File: config.mk
export PLATFORM = sky130hd
export DESIGN_NAME = ppm_p6_stream_parser
export DESIGN_NICKNAME = d
export VERILOG_FILES = /design/src/hdl/ppmp_pkg.sv /design/src/hdl/ppmp_in_stage.sv /design/src/hdl/ppmp_parse.sv /design/src/hdl/ppm_p6_stream_parser.sv
export SDC_FILE = /design/constraint.sdc
export NUM_CORES = 1
export LEC_CHECK = 0
export ABC_CLOCK_PERIOD_IN_PS = 8780
export BUFFER_PORTS_ARGS = -buffer_cell sky130_fd_sc_hd__clkbuf_2
export CAP_MARGIN = 0
export CORE_MARGIN = 2
export CORE_UTILIZATION = 40
export DETAILED_ROUTE_END_ITERATION = 10
export GPL_ROUTABILITY_DRIVEN = 0
export PLACE_DENSITY = 0.66
export SETUP_SLACK_MARGIN = 0.05
export SYNTH_ARGS = -nofsm -noshare
export SYNTH_HDL_FRONTEND = slang
export SYNTH_SLANG_ARGS = --single-unit
export TNS_END_PERCENT = 1
File: constraint.sdc
create_clock -name clock -period 8.78 [get_ports clock]
set_input_delay 0.878 -clock clock [delete_from_list [all_inputs] [get_ports clock]]
set_output_delay 0.878 -clock clock [all_outputs]
set_load 0.005 [all_outputs]
File: src/hdl/ppmp_pkg.sv
`timescale 1ns / 1ps

package ppmp_pkg;

   // Result kinds
   localparam logic [1:0] KIND_HEADER = 2'd0;
   localparam logic [1:0] KIND_PIXEL  = 2'd1;
   localparam logic [1:0] KIND_ERROR  = 2'd2;

   // Error codes
   localparam logic [1:0] ERR_NONE      = 2'd0;
   localparam logic [1:0] ERR_MAGIC     = 2'd1;
   localparam logic [1:0] ERR_NUMBER    = 2'd2;

   // Characters the parser looks for
   localparam logic [7:0] CHAR_P        = 8'h50;
   localparam logic [7:0] CHAR_SIX      = 8'h36;
   localparam logic [7:0] CHAR_HASH     = 8'h23;
   localparam logic [7:0] CHAR_NEWLINE  = 8'h0A;
   localparam logic [7:0] CHAR_SPACE    = 8'h20;
   localparam logic [7:0] CHAR_TAB      = 8'h09;
   localparam logic [7:0] CHAR_CR       = 8'h0D;
   localparam logic [7:0] CHAR_ZERO     = 8'h30;
   localparam logic [7:0] CHAR_NINE     = 8'h39;

   // Largest maximum value the format allows
   localparam int unsigned MAXV_LIMIT   = 65535;

   // One input word held in the input stage
   typedef struct packed {
      logic [7:0] data_byte;
      logic       start_req;
   } ppmp_item_type;

   // One result word, valid marks that the byte produced a result
   typedef struct packed {
      logic        valid;
      logic [1:0]  kind;
      logic [15:0] width;
      logic [15:0] height;
      logic [15:0] max_value;
      logic [7:0]  red;
      logic [7:0]  green;
      logic [7:0]  blue;
      logic [1:0]  error_code;
      logic        last;
   } ppmp_result_type;

endpackage

File: src/hdl/ppmp_in_stage.sv
`timescale 1ns / 1ps

module ppmp_in_stage
   import ppmp_pkg::*;
(
   input  logic          clock,
   input  logic          reset,
   input  logic          req_valid,
   output logic          req_stall,
   input  logic [7:0]    req_data_byte,
   input  logic          req_start_req,
   input  logic          advance,
   output logic          item_valid,
   output ppmp_item_type item
);

   logic          valid_ff;
   logic          valid_in;
   ppmp_item_type item_ff;

   // Take a new word when the stage is empty or its word moves on this cycle
   assign req_stall = valid_ff && !advance;
   assign valid_in  = req_valid || (valid_ff && !advance);

   always_ff @(posedge clock) begin
      if (reset) begin
         valid_ff <= 1'b0;
      end else begin
         valid_ff <= valid_in;
      end
   end

   // Load the payload only on accept, so a held word does not change
   always_ff @(posedge clock) begin
      if (req_valid && !req_stall) begin
         item_ff.data_byte <= req_data_byte;
         item_ff.start_req <= req_start_req;
      end
   end

   assign item_valid = valid_ff;
   assign item       = item_ff;

endmodule

File: src/hdl/ppmp_parse.sv
`timescale 1ns / 1ps

module ppmp_parse
   import ppmp_pkg::*;
#(
   parameter int DIM_BITS = 16
)
(
   input  logic            clock,
   input  logic            reset,
   input  logic            fire,
   input  ppmp_item_type   item,
   output ppmp_result_type result
);

   localparam int PIX_BITS = 2 * DIM_BITS;
   localparam int ACC_BITS = 16;
   localparam int MUL_BITS = 20;
   localparam logic [MUL_BITS-1:0] DIM_LIMIT = MUL_BITS'((1 << DIM_BITS) - 1);
   localparam logic [MUL_BITS-1:0] MAX_LIMIT = MUL_BITS'(MAXV_LIMIT);

   typedef enum logic [2:0] {
      PH_MAGIC,
      PH_WIDTH,
      PH_HEIGHT,
      PH_MAXV,
      PH_PIX,
      PH_IDLE
   } phase_type;

   phase_type               phase_ff, phase_in;
   logic                    comment_ff, comment_in;
   logic [1:0]              tok_len_ff, tok_len_in;
   logic [ACC_BITS-1:0]     acc_ff, acc_in;
   logic [DIM_BITS-1:0]     width_ff, width_in;
   logic [DIM_BITS-1:0]     height_ff, height_in;
   logic [PIX_BITS-1:0]     pix_left_ff, pix_left_in;
   logic [1:0]              sample_idx_ff, sample_idx_in;
   logic [7:0]              red_ff, red_in;
   logic [7:0]              green_ff, green_in;

   phase_type               cur_phase;
   logic                    cur_comment;
   logic [1:0]              cur_tok_len;
   logic [ACC_BITS-1:0]     cur_acc;
   logic [7:0]              b;
   logic                    is_ws;
   logic                    is_digit;
   logic [MUL_BITS-1:0]     acc_next;
   logic [MUL_BITS-1:0]     limit;
   logic [PIX_BITS-1:0]     pix_dec;
   ppmp_result_type         res;

   // A start word restarts the parse before its byte is taken
   always_comb begin
      cur_phase   = item.start_req ? PH_MAGIC : phase_ff;
      cur_comment = item.start_req ? 1'b0 : comment_ff;
      cur_tok_len = item.start_req ? 2'd0 : tok_len_ff;
      cur_acc     = item.start_req ? '0 : acc_ff;
   end

   // Classify the byte and build the next decimal value
   assign b        = item.data_byte;
   assign is_ws    = (b == CHAR_SPACE) || ((b >= CHAR_TAB) && (b <= CHAR_CR));
   assign is_digit = (b >= CHAR_ZERO) && (b <= CHAR_NINE);
   assign acc_next = (MUL_BITS'(cur_acc) << 3) + (MUL_BITS'(cur_acc) << 1)
                     + MUL_BITS'(b[3:0]);
   assign limit    = (cur_phase == PH_MAXV) ? MAX_LIMIT : DIM_LIMIT;
   assign pix_dec  = pix_left_ff - PIX_BITS'(1);

   // Per-byte parse step
   always_comb begin
      phase_in      = cur_phase;
      comment_in    = cur_comment;
      tok_len_in    = cur_tok_len;
      acc_in        = cur_acc;
      width_in      = width_ff;
      height_in     = height_ff;
      pix_left_in   = pix_left_ff;
      sample_idx_in = sample_idx_ff;
      red_in        = red_ff;
      green_in      = green_ff;
      res           = '0;

      case (cur_phase)
         PH_IDLE: begin
         end
         PH_PIX: begin
            case (sample_idx_ff)
               2'd0: begin
                  red_in        = b;
                  sample_idx_in = 2'd1;
               end
               2'd1: begin
                  green_in      = b;
                  sample_idx_in = 2'd2;
               end
               default: begin
                  sample_idx_in = 2'd0;
                  pix_left_in   = pix_dec;
                  res.valid     = 1'b1;
                  res.kind      = KIND_PIXEL;
                  res.red       = red_ff;
                  res.green     = green_ff;
                  res.blue      = b;
                  if (pix_dec == '0) begin
                     res.last = 1'b1;
                     phase_in = PH_IDLE;
                  end
               end
            endcase
         end
         PH_MAGIC, PH_WIDTH, PH_HEIGHT, PH_MAXV: begin
            if (cur_comment) begin
               // Skip up to and including the newline
               if (b == CHAR_NEWLINE) begin
                  comment_in = 1'b0;
               end
            end else if ((cur_tok_len == 2'd0) && is_ws) begin
               // Drop whitespace between tokens
            end else if ((cur_tok_len == 2'd0) && (b == CHAR_HASH)) begin
               comment_in = 1'b1;
            end else if (cur_phase == PH_MAGIC) begin
               // Match the two-byte magic token
               if (is_ws && (cur_tok_len == 2'd2)) begin
                  tok_len_in = 2'd0;
                  phase_in   = PH_WIDTH;
               end else if (!is_ws && (cur_tok_len == 2'd0) && (b == CHAR_P)) begin
                  tok_len_in = 2'd1;
               end else if (!is_ws && (cur_tok_len == 2'd1) && (b == CHAR_SIX)) begin
                  tok_len_in = 2'd2;
               end else begin
                  phase_in       = PH_IDLE;
                  res.valid      = 1'b1;
                  res.kind       = KIND_ERROR;
                  res.error_code = ERR_MAGIC;
               end
            end else if (is_ws) begin
               // Close a number token
               tok_len_in = 2'd0;
               acc_in     = '0;
               if (cur_phase == PH_WIDTH) begin
                  width_in = cur_acc[DIM_BITS-1:0];
                  phase_in = PH_HEIGHT;
               end else if (cur_phase == PH_HEIGHT) begin
                  height_in = cur_acc[DIM_BITS-1:0];
                  phase_in  = PH_MAXV;
               end else if (cur_acc == '0) begin
                  phase_in       = PH_IDLE;
                  res.valid      = 1'b1;
                  res.kind       = KIND_ERROR;
                  res.error_code = ERR_NUMBER;
               end else begin
                  pix_left_in   = PIX_BITS'(width_ff) * PIX_BITS'(height_ff);
                  sample_idx_in = 2'd0;
                  phase_in      = ((width_ff != '0) && (height_ff != '0)) ? PH_PIX : PH_IDLE;
                  res.valid     = 1'b1;
                  res.kind      = KIND_HEADER;
                  res.width     = 16'(width_ff);
                  res.height    = 16'(height_ff);
                  res.max_value = cur_acc;
               end
            end else if (!is_digit) begin
               phase_in       = PH_IDLE;
               res.valid      = 1'b1;
               res.kind       = KIND_ERROR;
               res.error_code = ERR_NUMBER;
            end else begin
               // Accumulate one decimal digit and flag oversize at once
               tok_len_in = 2'd1;
               acc_in     = acc_next[ACC_BITS-1:0];
               if (acc_next > limit) begin
                  phase_in       = PH_IDLE;
                  res.valid      = 1'b1;
                  res.kind       = KIND_ERROR;
                  res.error_code = ERR_NUMBER;
               end
            end
         end
         default: begin
         end
      endcase
   end

   // Hold parse state, advance only when a word is processed
   always_ff @(posedge clock) begin
      if (reset) begin
         phase_ff      <= PH_MAGIC;
         comment_ff    <= 1'b0;
         tok_len_ff    <= 2'd0;
         acc_ff        <= '0;
         pix_left_ff   <= '0;
         sample_idx_ff <= 2'd0;
      end else if (fire) begin
         phase_ff      <= phase_in;
         comment_ff    <= comment_in;
         tok_len_ff    <= tok_len_in;
         acc_ff        <= acc_in;
         pix_left_ff   <= pix_left_in;
         sample_idx_ff <= sample_idx_in;
      end
   end

   // Payload registers need no reset
   always_ff @(posedge clock) begin
      if (fire) begin
         width_ff  <= width_in;
         height_ff <= height_in;
         red_ff    <= red_in;
         green_ff  <= green_in;
      end
   end

   assign result = res;

endmodule

File: src/hdl/ppm_p6_stream_parser.sv
`timescale 1ns / 1ps

// Binary PPM (P6) stream parser. Takes one file byte per clock unless stalled
// and returns at most one result word per byte: a header word on the whitespace
// byte that ends the maximum value, one pixel word on every third data byte
// (last marks the final pixel), or one error word for a bad magic or a bad or
// oversized number, after which bytes are ignored until a byte with start set.
// A byte passes an input register and one combinational parse step into the
// result register, so the block sustains one byte per cycle while the result
// is not stalled; the widest step is the width-by-height multiply that loads
// the pixel count on the header byte. A stalled result holds the output
// register while one more byte waits in the input register.
module ppm_p6_stream_parser
   import ppmp_pkg::*;
#(
   parameter int DIM_BITS = 16
)
(
   input  logic        clock,
   input  logic        reset,
   input  logic        req_valid,
   output logic        req_stall,
   input  logic [7:0]  req_data_byte,
   input  logic        req_start_req,
   output logic        rsp_valid,
   input  logic        rsp_stall,
   output logic [1:0]  rsp_kind,
   output logic [15:0] rsp_width,
   output logic [15:0] rsp_height,
   output logic [15:0] rsp_max_value,
   output logic [7:0]  rsp_red,
   output logic [7:0]  rsp_green,
   output logic [7:0]  rsp_blue,
   output logic [1:0]  rsp_error_code,
   output logic        rsp_last
);

   logic            item_valid;
   ppmp_item_type   item;
   logic            out_free;
   logic            advance;
   ppmp_result_type result;
   ppmp_result_type rsp_ff;
   logic            rsp_valid_ff;

   // Advance a word when the result register is empty or being taken
   assign out_free = !rsp_valid_ff || !rsp_stall;
   assign advance  = item_valid && out_free;

   ppmp_in_stage u_in_stage (
      .clock         (clock),
      .reset         (reset),
      .req_valid     (req_valid),
      .req_stall     (req_stall),
      .req_data_byte (req_data_byte),
      .req_start_req (req_start_req),
      .advance       (advance),
      .item_valid    (item_valid),
      .item          (item)
   );

   ppmp_parse #(
      .DIM_BITS (DIM_BITS)
   ) u_parse (
      .clock  (clock),
      .reset  (reset),
      .fire   (advance),
      .item   (item),
      .result (result)
   );

   // Result register
   always_ff @(posedge clock) begin
      if (reset) begin
         rsp_valid_ff <= 1'b0;
      end else if (out_free) begin
         rsp_valid_ff <= advance && result.valid;
      end
   end

   always_ff @(posedge clock) begin
      if (advance && result.valid) begin
         rsp_ff <= result;
      end
   end

   assign rsp_valid      = rsp_valid_ff;
   assign rsp_kind       = rsp_ff.kind;
   assign rsp_width      = rsp_ff.width;
   assign rsp_height     = rsp_ff.height;
   assign rsp_max_value  = rsp_ff.max_value;
   assign rsp_red        = rsp_ff.red;
   assign rsp_green      = rsp_ff.green;
   assign rsp_blue       = rsp_ff.blue;
   assign rsp_error_code = rsp_ff.error_code;
   assign rsp_last       = rsp_ff.last;

endmodule
==> flow_summary.ini, run 1 <==
[outcome]
status = finished clean

[power]
p_sw_w = 0.000505
p_int_w = 0.00144
power_per_cell_area_nw_per_um2 = 99.3
irDropWorstVdd_mv = 0.115
p_leak_nw = 8.70
swShare_pct = 26.0
combPwrFrac_pct = 4.7
seqPwrFrac_pct = 51.5
power_w = 0.00195
pwr-share-clk_pct = 43.8

[cts]
cts_htree_levels = 4
cts_buffers = 17
cts_root_buffer = clkbuf_16
cts_sinks = 192
cts_tree = built
clk_pin_slew_ps = 80
clockBufferDepth = 2
cts_hold_buffers = 0
clock_latency_ps = 470
cts_setup_buffers = 0
cts_resized = 0

[global_route]
grt_pass1_vias = 13727
use_met3_pct = 4.41
grt_use_met2_pct = 31.3
grt_pass1_wl_um = 74000
use_met1_pct = 28.1
grtUsageTotal_pct = 19.9
overflow = 0
antenna_found_initial = 1
busiest_layer = met2
grt_max_degree = 76

[routing]
via_per_inst = 5.35
drc = 0
first_iter_violations = 1140
num_vias = 13623
drtPass1Iterations = 5
wl_per_cell_um = 17.6
routed_wl_um = 44900
final_antenna_net_count = 0

[layout]
diodes = 0
fin_area_um2 = 19600
final_common_cell = inv_1
fin_nets = 2288
drive_gt1_share_pct = 8.23
mostFrequentLayoutCells = 261 x inv_1, 222 x nand2_1, 195 x fa_1
area_growth_pct = 8.97

[sta]
fin_crit_sh_pct = 82.8
setup_total_negative_slack_ps = 0
drv_slew = 0
timing.fmax_mhz = 138
slew-limit-headroom_pct = 30.6
final-setup-viol-count = 0
period_minus_slack_ps = 7270
rsz0062_at_grt = no
fin_skew_ps = 17.9
final_hold_viol_count = 0
worst_pin_slew_ps = 1040
timing.hold.ws_ps = 476
finalWorstSetupSlack_ps = 1510

[worst_setup_path]
slowest_delay_ps = 910
crit_start = u_parse.width_ff[10]
crit_buf_inv = 3
endpoint_kind = flop
cp.required_ps = 9100
slowest_stage = edfxtp_1
r2r-end = u_parse.pix_left_ff[28]
crit_fanout = 18
path_cells = nand2_1 > fa_1 > fa_1 > fa_1 > fa_1 > inv_1 > fa_1 > inv_1 > fa_1 > inv_1 > ha_1 > a2111oi_0 > a211oi_1 > o21ai_0 > o21ai_0 > a221oi_1 > o31ai_1 > xor2_1 > a221oi_1 > nor3_1
cp-start-kind = flop
cp_top_family = adder cells
reg2reg_depth = 20
crit_top_cell = fa_1
criticalPathCategory = flop to flop
arrival_ps = 7590
r2r_slack_ps = 1510
r2r-start = u_parse.width_ff[10]

[synthesis]
syn_nets = 2255
synthCells = 1910
post_synth.cell_area_avg_um2 = 9.42
netlist_area_um2 = 18000
async_reset_ff_share_pct = 0
ys_seq_area_share_pct = 28.8
ys_warn_count = 0
synth-edff-count = 134
ys_ff_latch = 192
yosysUniqueCellTypes = 68
synthFlopType = edfxtp_1

[placed_design]
io_buffers = 91
dpl.hpwl_um = 33300
placed_cell_area_um2 = 19000
post-place-ws_ps = 1630

[flow_run]
drv_cap = 0

[die]
dieArea_um2 = 46700
io_pins = 92
initial_core_util_pct = 40.6
core_area_um2 = 44300
die_w_um = 216
chipHeight_um = 216
rows = 77

[min_path]
hold_class = flop to flop
hold_end = u_parse.acc_ff[4]
hp-start = u_parse.acc_ff[4]
holdPathStages = 2
cell usage after synthesis, drive strengths merged (4+ instances only):
cell type	instances	area, um2
or4	5	37.5
nor4	28	211
o31ai	8	60.1
nor3	24	120
a221oi	6	52.6
a2111oi	4	35.0
edfxtp	134	4020
a22oi	15	113
o22ai	9	56.3
and2	194	1210
o21ai	68	340
o21bai	6	45.0
a21oi	93	465
xor2	18	158
nor2b	22	138
and3	8	50.1
nand2	222	833
nand2b	11	68.8
a31oi	9	56.3
ha	137	1710
xnor2	31	272
nand3	27	135
inv	261	980
nor4bb	4	40.0
nor3b	4	30.0
clkbuf	86	323
a211oi	20	155
nor4b	4	41.3
o211ai	6	45.0
nor2	100	375
o21a	6	45.0
a21o	17	128
nand4	13	81.3
buf	7	60.1
or3	8	50.1
or2	4	25.0
dfxtp	58	1160
fa	195	3900
power by group through the flow:
stage          registers [W]  clock network, W  logic [W]
2_1_floorplan        0.00102                 0  0.0000545
4_1_cts              0.00100          0.000872  0.0000923
6_report             0.00100          0.000852  0.0000922
3_5_place_dp         0.00102                 0  0.0000917
5_1_grt              0.00101          0.000906   0.000102
3_3_place_gp         0.00102                 0  0.0000910
worst register-to-register path, stage by stage (launching register included):
cell,delay (ps)
edfxtp_1,910
nand2_1,180
fa_1,550
fa_1,440
fa_1,490
fa_1,490
inv_1,60
fa_1,540
inv_1,60
fa_1,600
inv_1,60
ha_1,350
a2111oi_0,550
a211oi_1,100
o21ai_0,150
o21ai_0,180
a221oi_1,650
o31ai_1,240
xor2_1,190
a221oi_1,260
nor3_1,90
final cells by class:
type                       count  area [um2]
inverter                     261         980
fill                        4222       24700
timing repair buffer         107         576
clock buffer                  17         425
tap                          592         741
multi-input combinational   1364       11500
clock inverter                15         223
sequential                   192        5180
registers in the layout (all words and copies together), names as in the netlist, 3 cells and up:
signal	count
rsp_max_value	16
u_parse.green_ff	8
u_parse.phase_ff	3
u_in_stage.item	9
u_parse.red_ff	8
u_parse.pix_left_ff	32
rsp_width	16
rsp_blue	8
rsp_green	8
u_parse.height_ff	16
u_parse.acc_ff	16
rsp_height	16
rsp_red	8
u_parse.width_ff	16
routing by layer:
| layer | vias up | routed length (um) |
|---|---|---|
| met3 | 49 | 3140 |
| met5 | - | 0 |
| met1 | 6735 | 20100 |
| met4 | 0 | 712 |
| li1 | 6387 | - |
| met2 | 452 | 21000 |
kinds of logic after synthesis:
logic type | count (synthesis) | synth area share (%)
buffers and inverters | 354 | 7.58
multiplexers | 3 | 0.174
AO/OA/AOI/OAI | 294 | 10.2
XOR/XNOR | 49 | 2.39
adder cells (fa/ha/maj) | 332 | 31.2
flip-flops | 192 | 28.8
AND/OR/NAND/NOR | 686 | 19.6
worst max path at each step:
stage	slack, ps	endpoint	cells past startpoint
2_1_floorplan	1490	rsp_blue[0]	17
3_3_place_gp	1850	u_parse.pix_left_ff[28]	21
3_5_place_dp	1630	u_parse.pix_left_ff[28]	20
4_1_cts	1600	u_parse.pix_left_ff[28]	20
5_1_grt	1200	u_parse.pix_left_ff[28]	21
6_report	1510	u_parse.pix_left_ff[28]	20
per-stage QoR:
| stage | std cells | utilization [%] |
|---|---|---|
| after floorplan | 1910 | - |
| after global placement | 2516 | 42.8 |
| after detailed placement | 2516 | 42.8 |
| after CTS | 2548 | 44.2 |
| after global routing | 2548 | 44.2 |
| final | 2548 | 44.2 |
No activity file was read; power rests on OpenSTA's default activity.
==> run 2: changes to the inputs <==
--- a/config.mk
+++ b/config.mk
@@ -5,7 +5,8 @@
 export SDC_FILE = /design/constraint.sdc
 export NUM_CORES = 1
 export LEC_CHECK = 0
-export ABC_CLOCK_PERIOD_IN_PS = 8780
+export ABC_AREA = 1
+export ABC_CLOCK_PERIOD_IN_PS = 6800
 export BUFFER_PORTS_ARGS = -buffer_cell sky130_fd_sc_hd__clkbuf_2
 export CAP_MARGIN = 0
 export CORE_MARGIN = 2
==> constraint.sdc (replaced) <==
create_clock -name clock -period 6.8 [get_ports clock]
set_input_delay 0.68 -clock clock [delete_from_list [all_inputs] [get_ports clock]]
set_output_delay 0.68 -clock clock [all_outputs]
set_load 0.005 [all_outputs]
==> flow_summary.ini, run 2 <==
[worst_setup_path]
arrival_ps = 6630
slowest_delay_ps = 920
cp.required_ps = 7160
path_cells = nand2_1 > fa_1 > inv_1 > fa_1 > inv_1 > fa_1 > inv_1 > fa_1 > fa_1 > inv_1 > fa_1 > inv_1 > ha_1 > a21oi_1 > a21boi_0 > o21ai_0 > nand2_1 > nand3_1 > a21oi_1 > xor2_1 > nor2_1 > nor2_1 > nor2_1
crit_start = u_parse.width_ff[12]
criticalPathCategory = flop to flop
slowest_stage = edfxtp_1
crit_fanout = 18
crit_top_cell = fa_1
r2r-start = u_parse.width_ff[12]
cp-start-kind = flop
endpoint_kind = flop

[synthesis]
yosysMostFrequentCell = nand2_1
yosysTopAreaCellShare_pct = 20.9
async_reset_ff_share_pct = 0
synthCells = 2493
synthFlopType = edfxtp_1
ys_warn_count = 0
post_synth.cell_area_avg_um2 = 7.72
synth-edff-count = 134
synth_area_leaders = edfxtp_1 21%, fa_1 20%, nand2_1 12%
synth_common_cells = 615 x nand2_1, 556 x inv_1, 233 x nor2_1
yosysUniqueCellTypes = 43
ys_ff_latch = 192
ys_seq_area_share_pct = 26.9
syn_nets = 2838
netlist_area_um2 = 19200
yosys.area.top_type = edfxtp_1

[global_route]
grtUsageTotal_pct = 20.3
grt_pass1_wl_um = 81000
grt_max_degree = 74
antenna_found_initial = 0
overflow = 0
grt_pass1_vias = 15893

[layout]
drive_gt1_share_pct = 7.56
final_common_cell = nand2_1
fin_nets = 2872
fin_util_pct = 43.7
diodes = 0
regMostFlops = u_parse.pix_left_ff
fin_area_um2 = 20800
mostFrequentLayoutCells = 615 x nand2_1, 555 x inv_1, 233 x nor2_1
largest_reg_flops = 32
area_growth_pct = 8.28

[sta]
fin_skew_ps = 15.2
fin_crit_sh_pct = 92.2
finalWorstSetupSlack_ps = 529
drv_slew = 0
final-setup-viol-count = 0
rsz0062_at_grt = no
timing.fmax_mhz = 159
setup_total_negative_slack_ps = 0
worst_pin_slew_ps = 1120
slew-limit-headroom_pct = 25.3
final_hold_viol_count = 0
period_minus_slack_ps = 6270

[die]
chipHeight_um = 223
initial_core_util_pct = 40.4
rows = 80
io_pins = 92
dieArea_um2 = 49900
die_w_um = 223
core_area_um2 = 47600

[cts]
cts_hold_buffers = 0
cts_root_buffer = clkbuf_16
clk_pin_slew_ps = 80
cts_htree_levels = 4
cts_sinks = 192
cts_setup_buffers = 0
clockBufferDepth = 2
clock_latency_ps = 470
cts_buffers = 17
cts_resized = 0
cts_tree = built

[min_path]
hold_class = primary input to flop
hp-start = req_data_byte[0]

[routing]
routed_wl_um = 48800
num_vias = 15953
drc = 0
via_per_inst = 5.06
drtPass1Iterations = 6
final_antenna_net_count = 0
first_iter_violations = 1514
wl_per_cell_um = 15.5

[outcome]
status = finished clean

[placed_design]
post-place-ws_ps = 566
dpl.hpwl_um = 38700
placed_cell_area_um2 = 20200
io_buffers = 91

[power]
p_leak_nw = 11.1
power_per_cell_area_nw_per_um2 = 124
irDropWorstVdd_mv = 0.156

[flow_run]
drv_cap = 0
==> run 2: worst paths after layout <==
kind              slack, ps                       to  depth (start not counted)
hold reg to reg         470       u_parse.acc_ff[10]                          2
setup / recovery        530  u_parse.pix_left_ff[28]                         23
hold / removal          390       u_in_stage.item[1]                          1
setup reg to reg        530  u_parse.pix_left_ff[28]                         23
==> run 2: through the flow <==
| step | total power [W] | hold WS (ps) | cells |
|---|---|---|---|
| final | 0.00258 | 387 | 3155 |
| after global routing | 0.00267 | 377 | 3155 |
| after CTS | 0.00260 | 361 | 3155 |
| after detailed placement | 0.00155 | 456 | 3123 |
| after global placement | 0.00154 | 455 | 3123 |
| after floorplan | 0.00146 | 445 | 2493 |
==> run 2: worst max-delay path, delay by kind of cell (launching register included) <==
family          cells  cell delay, ps
flops               1             920
compound gates      4             840
simple gates        6             580
xor+xnor            1             170
fa+ha+maj           7            3380
buf+inv             5             240
==> run 2: cell type report <==
class                           count  area [um2]
Tap cell                          615         769
Timing Repair Buffer              112         626
Clock buffer                       18         429
Sequential cell                   192        5180
Clock inverter                     14         171
Fill cell                        4708       26800
Multi-Input combinational cell   1640       11500
Inverter                          564        2120
==> run 2: cell families after synthesis <==
family | after synthesis | synth area share (%)
simple gates | 1020 | 21.9
buf+inv | 661 | 13.1
fa+ha+maj | 332 | 29.2
compound gates | 242 | 6.74
flops | 192 | 26.9
xor+xnor | 46 | 2.09
==> run 2: layer usage <==
metal  routed length [um]  share of wire (%)  global-route usage (%)
met3                 3820                7.8                    3.65
met2                21700                 45                    32.1
met1                21900                 45                    28.3
met5                    0                  0                       0
met4                 1260                2.6                    6.49
==> run 2: where the power goes <==
part           total, W  leakage, nW  internal [W]  switching (W)
Sequential      0.00130         1.70       0.00128      0.0000190
Clock           0.00106        0.296      0.000557       0.000500
Combinational  0.000221         9.13     0.0000672       0.000154
